--- src/hw/rtl/despk_pkg.sv ---
// Shared types, constants and helper functions of the four-neighbor despeckle filter.
// Used by every module in hw/rtl except despk_ram; depends on nothing else.
`default_nettype none

package despk_pkg;

    localparam int MAX_WIDTH    = 1024;
    localparam int PIXEL_BITS   = 8;
    localparam int COL_BITS     = $clog2(MAX_WIDTH);
    localparam int ROW_BITS     = 16;
    localparam int WIDTH_BITS   = 11;
    localparam int THR_BITS     = 8;
    localparam int CFG_IDX_BITS = 2;
    localparam int CFG_DAT_BITS = 16;

    // Queue between front and back; depth is a power of two so pointers wrap.
    localparam int Q_DEPTH    = 4;
    localparam int Q_PTR_BITS = $clog2(Q_DEPTH);
    localparam int Q_CNT_BITS = $clog2(Q_DEPTH + 1);

    // Result FIFO in front of the output ports; also a power of two.
    localparam int O_DEPTH    = 2;
    localparam int O_PTR_BITS = $clog2(O_DEPTH);
    localparam int O_CNT_BITS = $clog2(O_DEPTH + 1);

    localparam logic [WIDTH_BITS-1:0] WIDTH_RESET  = WIDTH_BITS'(30);
    localparam logic [ROW_BITS-1:0]   HEIGHT_RESET = ROW_BITS'(20);
    localparam logic [THR_BITS-1:0]   THR_RESET    = THR_BITS'(1);

    typedef enum logic [CFG_IDX_BITS-1:0] {
        REG_IMAGE_WIDTH     = 2'd0,
        REG_IMAGE_HEIGHT    = 2'd1,
        REG_NOISE_THRESHOLD = 2'd2
    } cfg_reg_t;

    typedef struct packed {
        logic [WIDTH_BITS-1:0] image_width;
        logic [ROW_BITS-1:0]   image_height;
        logic [THR_BITS-1:0]   noise_threshold;
    } cfg_t;

    // What the front decides about one accepted pixel.
    typedef struct packed {
        logic [PIXEL_BITS-1:0] pix;
        logic [ROW_BITS-1:0]   row;
        logic [COL_BITS-1:0]   col;
        logic                  emit_prev;
        logic                  interior;
        logic                  last_row;
    } item_info_t;

    typedef struct packed {
        item_info_t            info;
        logic [PIXEL_BITS-1:0] cur;
        logic [PIXEL_BITS-1:0] rt;
    } q_entry_t;

    typedef struct packed {
        logic                  full;
        logic                  empty;
        logic [Q_CNT_BITS-1:0] count;
    } q_stat_t;

    typedef struct packed {
        logic busy;
        logic second;
    } back_stat_t;

    typedef struct packed {
        logic [PIXEL_BITS-1:0] pix;
        logic [ROW_BITS-1:0]   row;
        logic [COL_BITS-1:0]   col;
        logic                  last;
    } result_t;

    function automatic logic [PIXEL_BITS-1:0] abs_diff(
        input logic [PIXEL_BITS-1:0] a,
        input logic [PIXEL_BITS-1:0] b
    );
        abs_diff = (a > b) ? (a - b) : (b - a);
    endfunction

endpackage

`default_nettype wire

--- src/hw/rtl/despk_queue.sv ---
// Short register queue that decouples the front end from the back end.
// Depends on despk_pkg.
`default_nettype none

module despk_queue import despk_pkg::*; (
    input  logic     clk,
    input  logic     rst_n,
    input  logic     wr,
    input  q_entry_t wr_data,
    input  logic     rd,
    output q_entry_t rd_data,
    output q_stat_t  stat
);

    q_entry_t              mem_reg [Q_DEPTH];
    logic [Q_PTR_BITS-1:0] wr_ptr_reg, wr_ptr_next;
    logic [Q_PTR_BITS-1:0] rd_ptr_reg, rd_ptr_next;
    logic [Q_CNT_BITS-1:0] count_reg, count_next;
    logic                  do_wr;
    logic                  do_rd;

    assign stat.full  = (count_reg == Q_CNT_BITS'(Q_DEPTH));
    assign stat.empty = (count_reg == Q_CNT_BITS'(0));
    assign stat.count = count_reg;

    assign do_wr = wr && !stat.full;
    assign do_rd = rd && !stat.empty;

    always_comb
    begin
        wr_ptr_next = do_wr ? (wr_ptr_reg + Q_PTR_BITS'(1)) : wr_ptr_reg;
        rd_ptr_next = do_rd ? (rd_ptr_reg + Q_PTR_BITS'(1)) : rd_ptr_reg;
        count_next  = count_reg;
        if (do_wr && !do_rd)
        begin
            count_next = count_reg + Q_CNT_BITS'(1);
        end
        else if (do_rd && !do_wr)
        begin
            count_next = count_reg - Q_CNT_BITS'(1);
        end
    end

    always_ff @(posedge clk or negedge rst_n)
    begin
        if (!rst_n)
        begin
            wr_ptr_reg <= '0;
            rd_ptr_reg <= '0;
            count_reg  <= '0;
        end
        else
        begin
            wr_ptr_reg <= wr_ptr_next;
            rd_ptr_reg <= rd_ptr_next;
            count_reg  <= count_next;
        end
    end

    always_ff @(posedge clk)
    begin
        if (do_wr)
        begin
            mem_reg[wr_ptr_reg] <= wr_data;
        end
    end

    assign rd_data = mem_reg[rd_ptr_reg];

endmodule

`default_nettype wire

--- config.mk ---
export PLATFORM = sky130hd
export DESIGN_NAME = despk_queue
export DESIGN_NICKNAME = d
export VERILOG_FILES = /design/src/hw/rtl/despk_pkg.sv /design/src/hw/rtl/despk_queue.sv
export SDC_FILE = /design/constraint.sdc
export NUM_CORES = 1
export LEC_CHECK = 0
export ABC_AREA = 1
export BUFFER_PORTS_ARGS = -buffer_cell sky130_fd_sc_hd__buf_4
export CORE_MARGIN = 2
export CORE_UTILIZATION = 58
export DETAILED_ROUTE_END_ITERATION = 6
export GPL_TIMING_DRIVEN = 1
export PLACE_DENSITY = 0.9
export SLEW_MARGIN = 20
export SYNTH_ARGS = -nofsm -noshare
export SYNTH_HDL_FRONTEND = slang
export SYNTH_SLANG_ARGS = --single-unit
export TNS_END_PERCENT = 1
--- constraint.sdc ---
create_clock -name clk -period 4.5 [get_ports clk]
set_input_delay 0.225 -clock clk [delete_from_list [all_inputs] [get_ports clk]]
set_output_delay 0.225 -clock clk [all_outputs]
set_load 0.02 [all_outputs]
* Word-level counts from Yosys, hierarchy flattened
Memory sizes are Yosys's and may differ from the RTL's. Cells that the tools add are included.
Word-level totals: logic and storage cells 23, output and inout port bits 58, bits in registers 7, memories 1, bits in writable memories 212, input port bits 57
Cells by class: equal/unequal tests 1, reductions and logical operators 10, add/subtract/negate cells 4, muxes and demuxes 4
Memories:
- mem_reg | depth 4, width 53, read ports 1, clocked after Yosys merged registers in 0, write ports 1, RTL line despk_queue.sv:15 | q_entry_t mem_reg [Q_DEPTH];
Operators by type and width (number):
- 3-bit 2-to-1 mux | 2
- 2-bit by 1-bit adder with 2-bit output (second input constant) | 2
- 1-bit logical AND | 4
- 1-bit logical NOT | 4
- 3-bit by 1-bit adder with 3-bit output (second input constant) | 1
- 3-bit equality test (second input constant) | 1
- 3-bit logical NOT | 1
- 3-bit by 1-bit subtractor with 3-bit output (second input constant) | 1
- 1-bit 2-to-1 mux | 2
- 2-bit nonzero test | 1

* Logic depth before layout (Yosys ltp)
Gate-level depths: netlist (run 1).
depth in word-level cells 7, gate-level depth with buffers 12, mapped depth without buffers 12

* Worst setup path after synthesis (run 1)
Ideal clock, no wire load.
path kind reg2reg, start point register count_reg[0], end point memory mem_reg[0][0] in the netlist's numbering, enable pin, buffers on the path 0, period minus slack after synthesis 3.543 ns, path slack 0.957 ns, arrival 3.079 ns, setup time 0.464 ns, cell stages (with the launch flop) 5, data required time 4.036 ns, path through dfrtp_1 -> inv_2 -> nand3_1 -> nand2_1 -> nor2_1
On the way: cells in the longest elaborated chain, start to end 5
RTL lines:
- start, declared | RTL line despk_queue.sv:18 | logic [Q_CNT_BITS-1:0] count_reg, count_next;
- start signal, assigned | RTL line despk_queue.sv:56 | count_reg <= count_next;
- 3-bit equality test | RTL line despk_queue.sv:22 | assign stat.full = (count_reg == Q_CNT_BITS'(Q_DEPTH));
- 1-bit logical NOT | RTL line despk_queue.sv:26 | assign do_wr = wr && !stat.full;
- 1-bit logical AND | RTL line despk_queue.sv:26
- 1-bit 2-to-1 mux | RTL line despk_queue.sv:62 | if (do_wr)
- 1-bit 2-to-1 mux (implied by the code) | RTL line despk_queue.sv:64 | mem_reg[wr_ptr_reg] <= wr_data;
- end, declared | RTL line despk_queue.sv:15
No other way between the ends.

==> results of run 1 <==
-- layout make-up --
cell class                      instances  area, sq um
Inverter                              123        466.7
Sequential cell                       219         6543
Clock buffer                           27        590.6
Fill cell                             832         3963
Timing Repair Buffer                  175         1464
Multi-Input combinational cell        303         1843
Clock inverter                         10        125.1
Tap cell                              211        264.0
-- cells by family (layout without fill, tap and decap cells) --
family,after synthesis,count (layout),share of synthesized area
simple gates,189,189,0.07930
compound gates,107,107,0.1101
buf+inv,157,335,0.08081
flops,219,219,0.7197
xor+xnor,1,1,0.0009638
fa+ha+maj,6,6,0.009086
-- worst paths after layout --
check | from | to | slack [ns] | cells past startpoint
hold reg to reg | wr_ptr_reg[1] | wr_ptr_reg[1] | 0.53 | 2
max in group asynchronous | rst_n | rd_ptr_reg[1] | 4.27 | 2
setup reg to reg | count_reg[0] | mem_reg[1][48] | 1.95 | 5
hold / removal | rd | rd_ptr_reg[1] | 0.02 | 3
min in group asynchronous | rst_n | wr_ptr_reg[0] | 0.09 | 2
setup / recovery | rd_ptr_reg[0] | rd_data[42] | 1.51 | 6
-- per-stage QoR --
step           power, W  instances    util  hold WS [ns]  instance area (sq um)
4_1_cts        0.007589       1068  0.7403       0.01640                  11300
3_5_place_dp   0.005725        976  0.6573       0.04694                  10030
3_3_place_gp   0.005649        976  0.6573       0.04038                  10030
2_1_floorplan  0.004820        679       -      -0.07059                   9089
5_1_grt        0.007997       1068  0.7403       0.02147                  11300
6_report       0.007605       1068  0.7403       0.01855                  11300
-- cell usage after synthesis --
| library cell | count |
|---|---|
| ha_1 | 5 |
| xnor2_1 | 1 |
| nand2_1 | 177 |
| buf_2 | 5 |
| nand3_1 | 7 |
| o21ai_0 | 1 |
| fa_1 | 1 |
| edfxtp_1 | 212 |
| clkbuf_1 | 9 |
| buf_4 | 1 |
| nand4_1 | 1 |
| inv_2 | 4 |
| buf_6 | 18 |
| o211ai_1 | 66 |
| nor2_1 | 4 |
| buf_1 | 1 |
| dfrtp_1 | 7 |
| o211ai_2 | 40 |
| inv_1 | 119 |
-- routing by layer --
metal | wire length (um) | global-route usage | up-vias
met5 | 0 | 0 | -
met3 | 1162 | 0.03551 | 46
met4 | 511 | 0.07033 | 0
met2 | 10000 | 0.4133 | 252
li1 | - | - | 2684
met1 | 7600 | 0.3012 | 2768
-- power by group through the flow --
stage,Clock (W),Combinational [W],Sequential (W)
2_1_floorplan,0,0.00196,0.00286
3_3_place_gp,0,0.00282,0.00283
3_5_place_dp,0,0.00287,0.00285
4_1_cts,0.00182,0.00295,0.00282
5_1_grt,0.00193,0.00321,0.00285
6_report,0.00183,0.00296,0.00282
-- worst register-to-register path: stages (launching register included) --
cell,delay [ns]
dfrtp_1,0.45
inv_2,0.05
nand3_1,0.13
nand2_1,0.29
nor2_4,0.83
buf_4,0.47
==> impl_metrics.ini, run 1 <==
[status]
outcome = completed

[layout]
drive_above_1_share = 0.2310
final_common_cell = edfxtp_1
layout_common_cells = edfxtp_1 (212), nand2_1 (177), inv_1 (119), buf_4 (119), o211ai_1 (66)
nNetsFinal = 907
antennaDiodeCount = 0
area_growth_pct = 24.28
largest_register_ff_count = 212

[drt]
vias_per_cell = 5.384
drc = 0
vias = 5750
dr.pass1.iters = 5
drt_iter0_drc = 556
wirelength_mm = 19.27
wire_per_inst_um = 18.05
ant_nets = 0

[synth]
yosys_warnings = 0
ys_ff_latch = 219
seq_area_frac_synth = 0.7197
syn_area_per_cell_sq_um = 13.39
yosys.area.top_type = edfxtp_1
synth_cell_types = 19
syn_inst = 679
synth_fp_nets = 742
synthDominantCellAreaShare = 0.7004
syn_area_sq_mm = 0.009089
synthTopCellsByArea = edfxtp_1 (70%), nand2_1 (7.3%), o211ai_2 (5.5%)

[cts]
clock_sinks = 219
ctsHtreeMaxLevel = 1
post-cts-setup-buffers = 0
cts-buffers-inserted = 22
clkLatencyLatePin_ns = 0.49
cts_root_buf = clkbuf_16
cts_buffer_depth = 3
cts_resized = 0
ctsHoldBuffers = 55
cts_tree = done
path_clk_slew_ns = 0.06

[global_route]
grt_max_degree = 146
antenna_found_initial = 0
grt_pass1_vias = 5812
grt_pass1_wl_mm = 29.88
grt_overflow_total = 0
grt_usage = 0.2336

[setup_path]
crit_family = buffers and inverters
crit_path_cell_trace = inv_6 -> buf_12 -> nand2_1 -> o211ai_1 -> nand2_1 -> buf_4
worstSetupEndpointType = primary output
cp_slowest_cell = inv_6
cp_max_fo = 145
cp-start-kind = register
critical_path_arrival_ns = 2.76
critPathMaxStageDelay_ns = 0.74
worstSetupPathType = register to primary output
required_ns = 4.28
crit_top_cell = nand2_1
path_buf_inv = 3

[hold_path]
hp-class = primary input to register

[floorplan]
coreArea_sq_mm = 0.01526
die-area_sq_mm = 0.01669
io_pins = 115
die_h_um = 129.2
num_rows = 45
dieWidth_um = 129.2
initial_core_util = 0.5957

[timing]
period_minus_slack_ns = 2.988
setup_ws_ns = 1.512
finalCritPeriodShare = 0.6640
fin_tns_setup_ns = 0
final_hold_viol_count = 0
setup_viol = 0
slew_violations = 0
worstMarginPinSlew_ns = 1.072
rsz0062_at_grt = false
skew_ns = 0.008972
max_slew_margin = 0.2852
fmax_ghz = 0.3347

[power]
power_frac_clock = 0.240
intPower_w = 0.004799
leakagePower_nw = 4.621
p_comb_frac = 0.389
p_sw_frac = 0.3690
switchingPower_w = 0.002807
p_seq_frac = 0.371
p_per_area_mw_per_mm2 = 673.3
ir_drop_mv = 0.6175

[placement]
gp_congestion = 0.7770
hpwl_mm = 10.25
io_buffers = 114
dpl_worst_slack_ns = 1.951

[run]
drv_cap = 0
Note: power is estimated with default switching activity, not from simulation.
==> run 2, diff against run 1 <==
==> constraint.sdc (replaced) <==
create_clock -name clk -period 2.9 [get_ports clk]
set_input_delay 0.145 -clock clk [delete_from_list [all_inputs] [get_ports clk]]
set_output_delay 0.145 -clock clk [all_outputs]
set_load 0.02 [all_outputs]
==> impl_metrics.ini, run 2 (synthesis gave the netlist of run 1 again) <==
[global_route]
grt_usage = 0.2185
grt_max_degree = 70
grt_pass1_wl_mm = 28.02
grt_pass1_vias = 5668
antenna_found_initial = 0
grt_overflow_total = 0

[floorplan]
initial_core_util = 0.5957
num_rows = 45
dieWidth_um = 129.2
die_h_um = 129.2
die-area_sq_mm = 0.01669
io_pins = 115
coreArea_sq_mm = 0.01526

[timing]
finalCritPeriodShare = 0.8328
setup_ws_ns = 0.4849
skew_ns = 0.01271
slew_violations = 0
rsz0062_at_grt = false
max_slew_margin = 0.3950
final_hold_viol_count = 0
fmax_ghz = 0.4141
setup_viol = 0
period_minus_slack_ns = 2.415
worstMarginPinSlew_ns = 0.9075

[hold_path]
hold_start = wr_data[50]
hp-class = primary input to register
hold_path_end = mem_reg[2][50]
whs_path_depth = 2

[drt]
vias_per_cell = 5.152
wire_per_inst_um = 16.70
wirelength_mm = 18.02
dr.pass1.iters = 5
vias = 5559
ant_nets = 0
drt_iter0_drc = 481
drc = 0

[power]
intPower_w = 0.007695
p_comb_frac = 0.388
power_w = 0.01200
p_seq_frac = 0.363
p_per_area_mw_per_mm2 = 1048
power_frac_clock = 0.249
ir_drop_mv = 0.8711
switchingPower_w = 0.004306
p_sw_frac = 0.3588
leakagePower_nw = 4.707

[cts]
path_clk_slew_ns = 0.06
clock_sinks = 219
cts_tree = done
ctsHtreeMaxLevel = 1
cts-buffers-inserted = 22
cts_buffer_depth = 3
post-cts-setup-buffers = 0
cts_root_buf = clkbuf_16
clkLatencyLatePin_ns = 0.49

[setup_path]
worstSetupPathType = register to primary output
required_ns = 2.76
reg2regPathDepth = 9
reg2reg_to = count_reg[1]
worstSetupEndpointType = primary output
cp-start-kind = register
critical_path_arrival_ns = 2.27
cp_max_fo = 69
r2r_slack_ns = 0.75
rr_startpoint = count_reg[0]

[placement]
hpwl_mm = 9.978
dpl_worst_slack_ns = 0.7828
gp_congestion = 0.7469
io_buffers = 114
dp.cells = 983

[status]
outcome = completed

[layout]
area_growth_pct = 25.94
drive_above_1_share = 0.2376
nNetsFinal = 916
final_core_util = 0.7501
layout_common_cells = edfxtp_1 (212), nand2_1 (177), buf_4 (124)
largest_register_ff_count = 212
final_cell_count_no_fill = 1079
final_common_cell = edfxtp_1

[run]
drv_cap = 0
## run 2: stage by stage
step                      setup TNS [ns]  cell area [sq um]  hold WS (ns)
after floorplan                  -136.39               9089       -0.1506
after global placement                 0              10110      -0.03809
after detailed placement               0              10110      -0.03541
after CTS                              0              11440        0.3801
after global routing                   0              11440        0.3977
final                                  0              11450        0.3914
## run 2: final cells by class
cell class                 count  area, sq um
antenna                        1        2.502
clock buffer                  28        594.3
clock inverter                10        171.4
fill                         866         3812
inverter                     123        466.7
multi-input combinational    303         1843
sequential                   219         6543
tap                          211        264.0
timing repair buffer         184         1562
## run 2: power by group through the flow
stage	clock (W)	sequential, W	combinational [W]
after floorplan	0	0.00444	0.00304
after global placement	0	0.00438	0.00444
after detailed placement	0	0.00442	0.00457
after CTS	0.00301	0.00436	0.00468
after global routing	0.00315	0.00441	0.00505
final	0.00299	0.00436	0.00466
## run 2: timing repair
action                                 CTS  global route
endpoints found under the hold margin  223             0
gates resized for setup                  0             0
hold buffers                            57             0
## run 2: worst max-delay path by stage
stage | startpoint | end | slack, ns | cells after the start
CTS | rd_ptr_reg[0] | rd_data[38] | 0.49 | 6
global route | rd_ptr_reg[0] | rd_data[11] | 0.34 | 6
detailed placement | count_reg[0] | count_reg[1] | 0.78 | 9
floorplan | count_reg[0] | mem_reg[0][0] | -0.64 | 4
finish | rd_ptr_reg[0] | rd_data[38] | 0.48 | 6
global placement | count_reg[0] | count_reg[1] | 0.86 | 9
## run 2: per-layer routing
layer  GRT usage  wire (um)  vias up  share of wire
li1            -          -     2694              -
met1      0.2732       7261     2662           0.40
met2      0.3876       9365      161           0.52
met3     0.03220        910       42          0.051
met4     0.08440        478        0          0.027
met5           0          0        -              0
## run 2: worst max-delay path, stage by stage, from the launching register on
cell	delay (ns)
dfrtp_1	0.43
inv_6	0.42
buf_12	0.34
nand2_1	0.13
o211ai_1	0.14
nand2_1	0.12
buf_4	0.17
==> run 3, diff against run 2 <==
--- a/config.mk
+++ b/config.mk
@@ -8,10 +8,10 @@
 export ABC_AREA = 1
 export BUFFER_PORTS_ARGS = -buffer_cell sky130_fd_sc_hd__buf_4
 export CORE_MARGIN = 2
-export CORE_UTILIZATION = 58
+export CORE_UTILIZATION = 52
 export DETAILED_ROUTE_END_ITERATION = 6
 export GPL_TIMING_DRIVEN = 1
-export PLACE_DENSITY = 0.9
+export PLACE_DENSITY = 0.86
 export SLEW_MARGIN = 20
 export SYNTH_ARGS = -nofsm -noshare
 export SYNTH_HDL_FRONTEND = slang
==> constraint.sdc (replaced) <==
create_clock -name clk -period 2.2 [get_ports clk]
set_input_delay 0.11 -clock clk [delete_from_list [all_inputs] [get_ports clk]]
set_output_delay 0.11 -clock clk [all_outputs]
set_load 0.02 [all_outputs]
==> impl_metrics.ini, run 3 (synthesis gave the netlist of run 1 again) <==
[status]
outcome = completed

[placement]
io_buffers = 114
hpwl_mm = 10.55
dpl_worst_slack_ns = 0.3891
gp_congestion = 0.7861

[floorplan]
die-area_sq_mm = 0.01855
dieWidth_um = 136.2
die_h_um = 136.2
num_rows = 48
coreArea_sq_mm = 0.01718
initial_core_util = 0.5291
io_pins = 115

[drt]
vias = 5497
wirelength_mm = 17.23
vias_per_cell = 5.002
dr.pass1.iters = 5
wire_per_inst_um = 15.68
drc = 0
drt_iter0_drc = 350
ant_nets = 0

[global_route]
grt_overflow_total = 0
grt_max_degree = 75
antenna_found_initial = 0
grt_pass1_wl_mm = 27.01
grt_usage = 0.1875
grt_pass1_vias = 5444

[cts]
cts-buffers-inserted = 22
clock_sinks = 219
path_clk_slew_ns = 0.06
post-cts-setup-buffers = 0
ctsHtreeMaxLevel = 1
cts_root_buf = clkbuf_16
cts_buffer_depth = 3
clkLatencyLatePin_ns = 0.49
cts_tree = done

[timing]
slew_violations = 0
skew_ns = 0.01277
max_slew_margin = 0.7239
setup_ws_ns = 0.1374
finalCritPeriodShare = 0.9375
final_hold_viol_count = 0
setup_viol = 0
fin_tns_setup_ns = 0
period_minus_slack_ns = 2.063
fmax_ghz = 0.4848
rsz0062_at_grt = false
worstMarginPinSlew_ns = 0.4141

[setup_path]
crit_path_cell_trace = clkinv_4 -> buf_16 -> o211ai_1 -> nand2_1 -> buf_4
critPathMaxStageDelay_ns = 0.42
rr_startpoint = count_reg[0]
critical_path_arrival_ns = 1.95
cp-start-kind = register
required_ns = 2.09
worstSetupPathType = register to primary output
reg2reg_to = count_reg[2]
worstSetupEndpointType = primary output
cp_slowest_cell = dfrtp_1
reg2regPathDepth = 10
cp_max_fo = 74
r2r_slack_ns = 0.37

[layout]
area_growth_pct = 26.96
n_fill_cell = 1149
largest_register_ff_count = 212
drive_above_1_share = 0.2471
final_common_cell = edfxtp_1
multi_input_area_sq_mm = 0.001846
antennaDiodeCount = 0
regArea_sq_mm = 0.006545
nNetsFinal = 921
layout_common_cells = edfxtp_1 (212), nand2_1 (176), buf_4 (122)

[hold_path]
hp-class = primary input to register
whs_path_depth = 2
hold_start = wr_data[45]
hold_path_end = mem_reg[1][45]

[power]
p_per_area_mw_per_mm2 = 1347
ir_drop_mv = 0.8034
leakagePower_nw = 4.721
power_w = 0.01555

[run]
drv_cap = 0
[run 3: cell count changes in the layout (fill, tap and decap cells not counted), moves of 2 or more]
cell        before  now
buf_12           3    8
buf_4          124  122
bufinv_16        5    1
clkbuf_1         5    3
clkbuf_8         0    3
clkinvlp_4       0    4
[run 3: routing by layer]
layer	share of wire	GRT usage	routed length, um	vias up
li1	-	-	-	2713
met1	0.41	0.2430	7102	2628
met2	0.52	0.3291	8953	136
met3	0.058	0.03654	991	20
met4	0.011	0.04167	184	0
met5	0	0	0	-
[run 3: where the power goes]
part           switching, W  internal [W]
combinational       0.00389       0.00230
clock               0.00146       0.00213
sequential         0.000272       0.00549
total               0.00563       0.00992
[run 3: cell type report]
cell class                 instances  share of cell area
clock buffer                      29             0.05443
clock inverter                    11            0.007482
tap                              225             0.02440
inverter                         123             0.04045
multi-input combinational        303              0.1599
timing repair buffer             189              0.1461
sequential                       219              0.5672
[run 3: what timing repair did]
| action | CTS | global route |
|---|---|---|
| hold buffers | 57 | 0 |
| endpoints found under the setup margin | 0 | 5 |
| resized for setup | 0 | 4 |
| endpoints found under the hold margin | 223 | 0 |
[run 3: critical path, delay by kind of cell, from the launching register on]
family          cells  cell delay (ns)
compound gates      1             0.22
buf+inv             3             0.68
flops               1             0.42
simple gates        1             0.10
[run 3: worst max path at each step]
stage | startpoint | end | slack, ns | cells after the start
2_1_floorplan | count_reg[0] | mem_reg[0][0] | -0.50 | 4
3_3_place_gp | count_reg[0] | count_reg[2] | 0.46 | 10
3_5_place_dp | count_reg[0] | count_reg[2] | 0.39 | 10
4_1_cts | rd_ptr_reg[0] | rd_data[34] | 0.06 | 6
5_1_grt | rd_ptr_reg[0] | rd_data[10] | 0.03 | 5
6_report | rd_ptr_reg[0] | rd_data[17] | 0.14 | 5
[run 3: metrics by stage]
step | hold slack, ns | instance area (sq um) | util | std cells
after detailed placement | -0.06812 | 10240 | 0.5962 | 1002
after floorplan | -0.1856 | 9099 | - | 679
final | 0.3633 | 11540 | 0.6718 | 1099
after global routing | 0.3558 | 11540 | 0.6718 | 1099
after CTS | 0.3380 | 11520 | 0.6710 | 1099
after global placement | -0.07293 | 10240 | 0.5962 | 1002
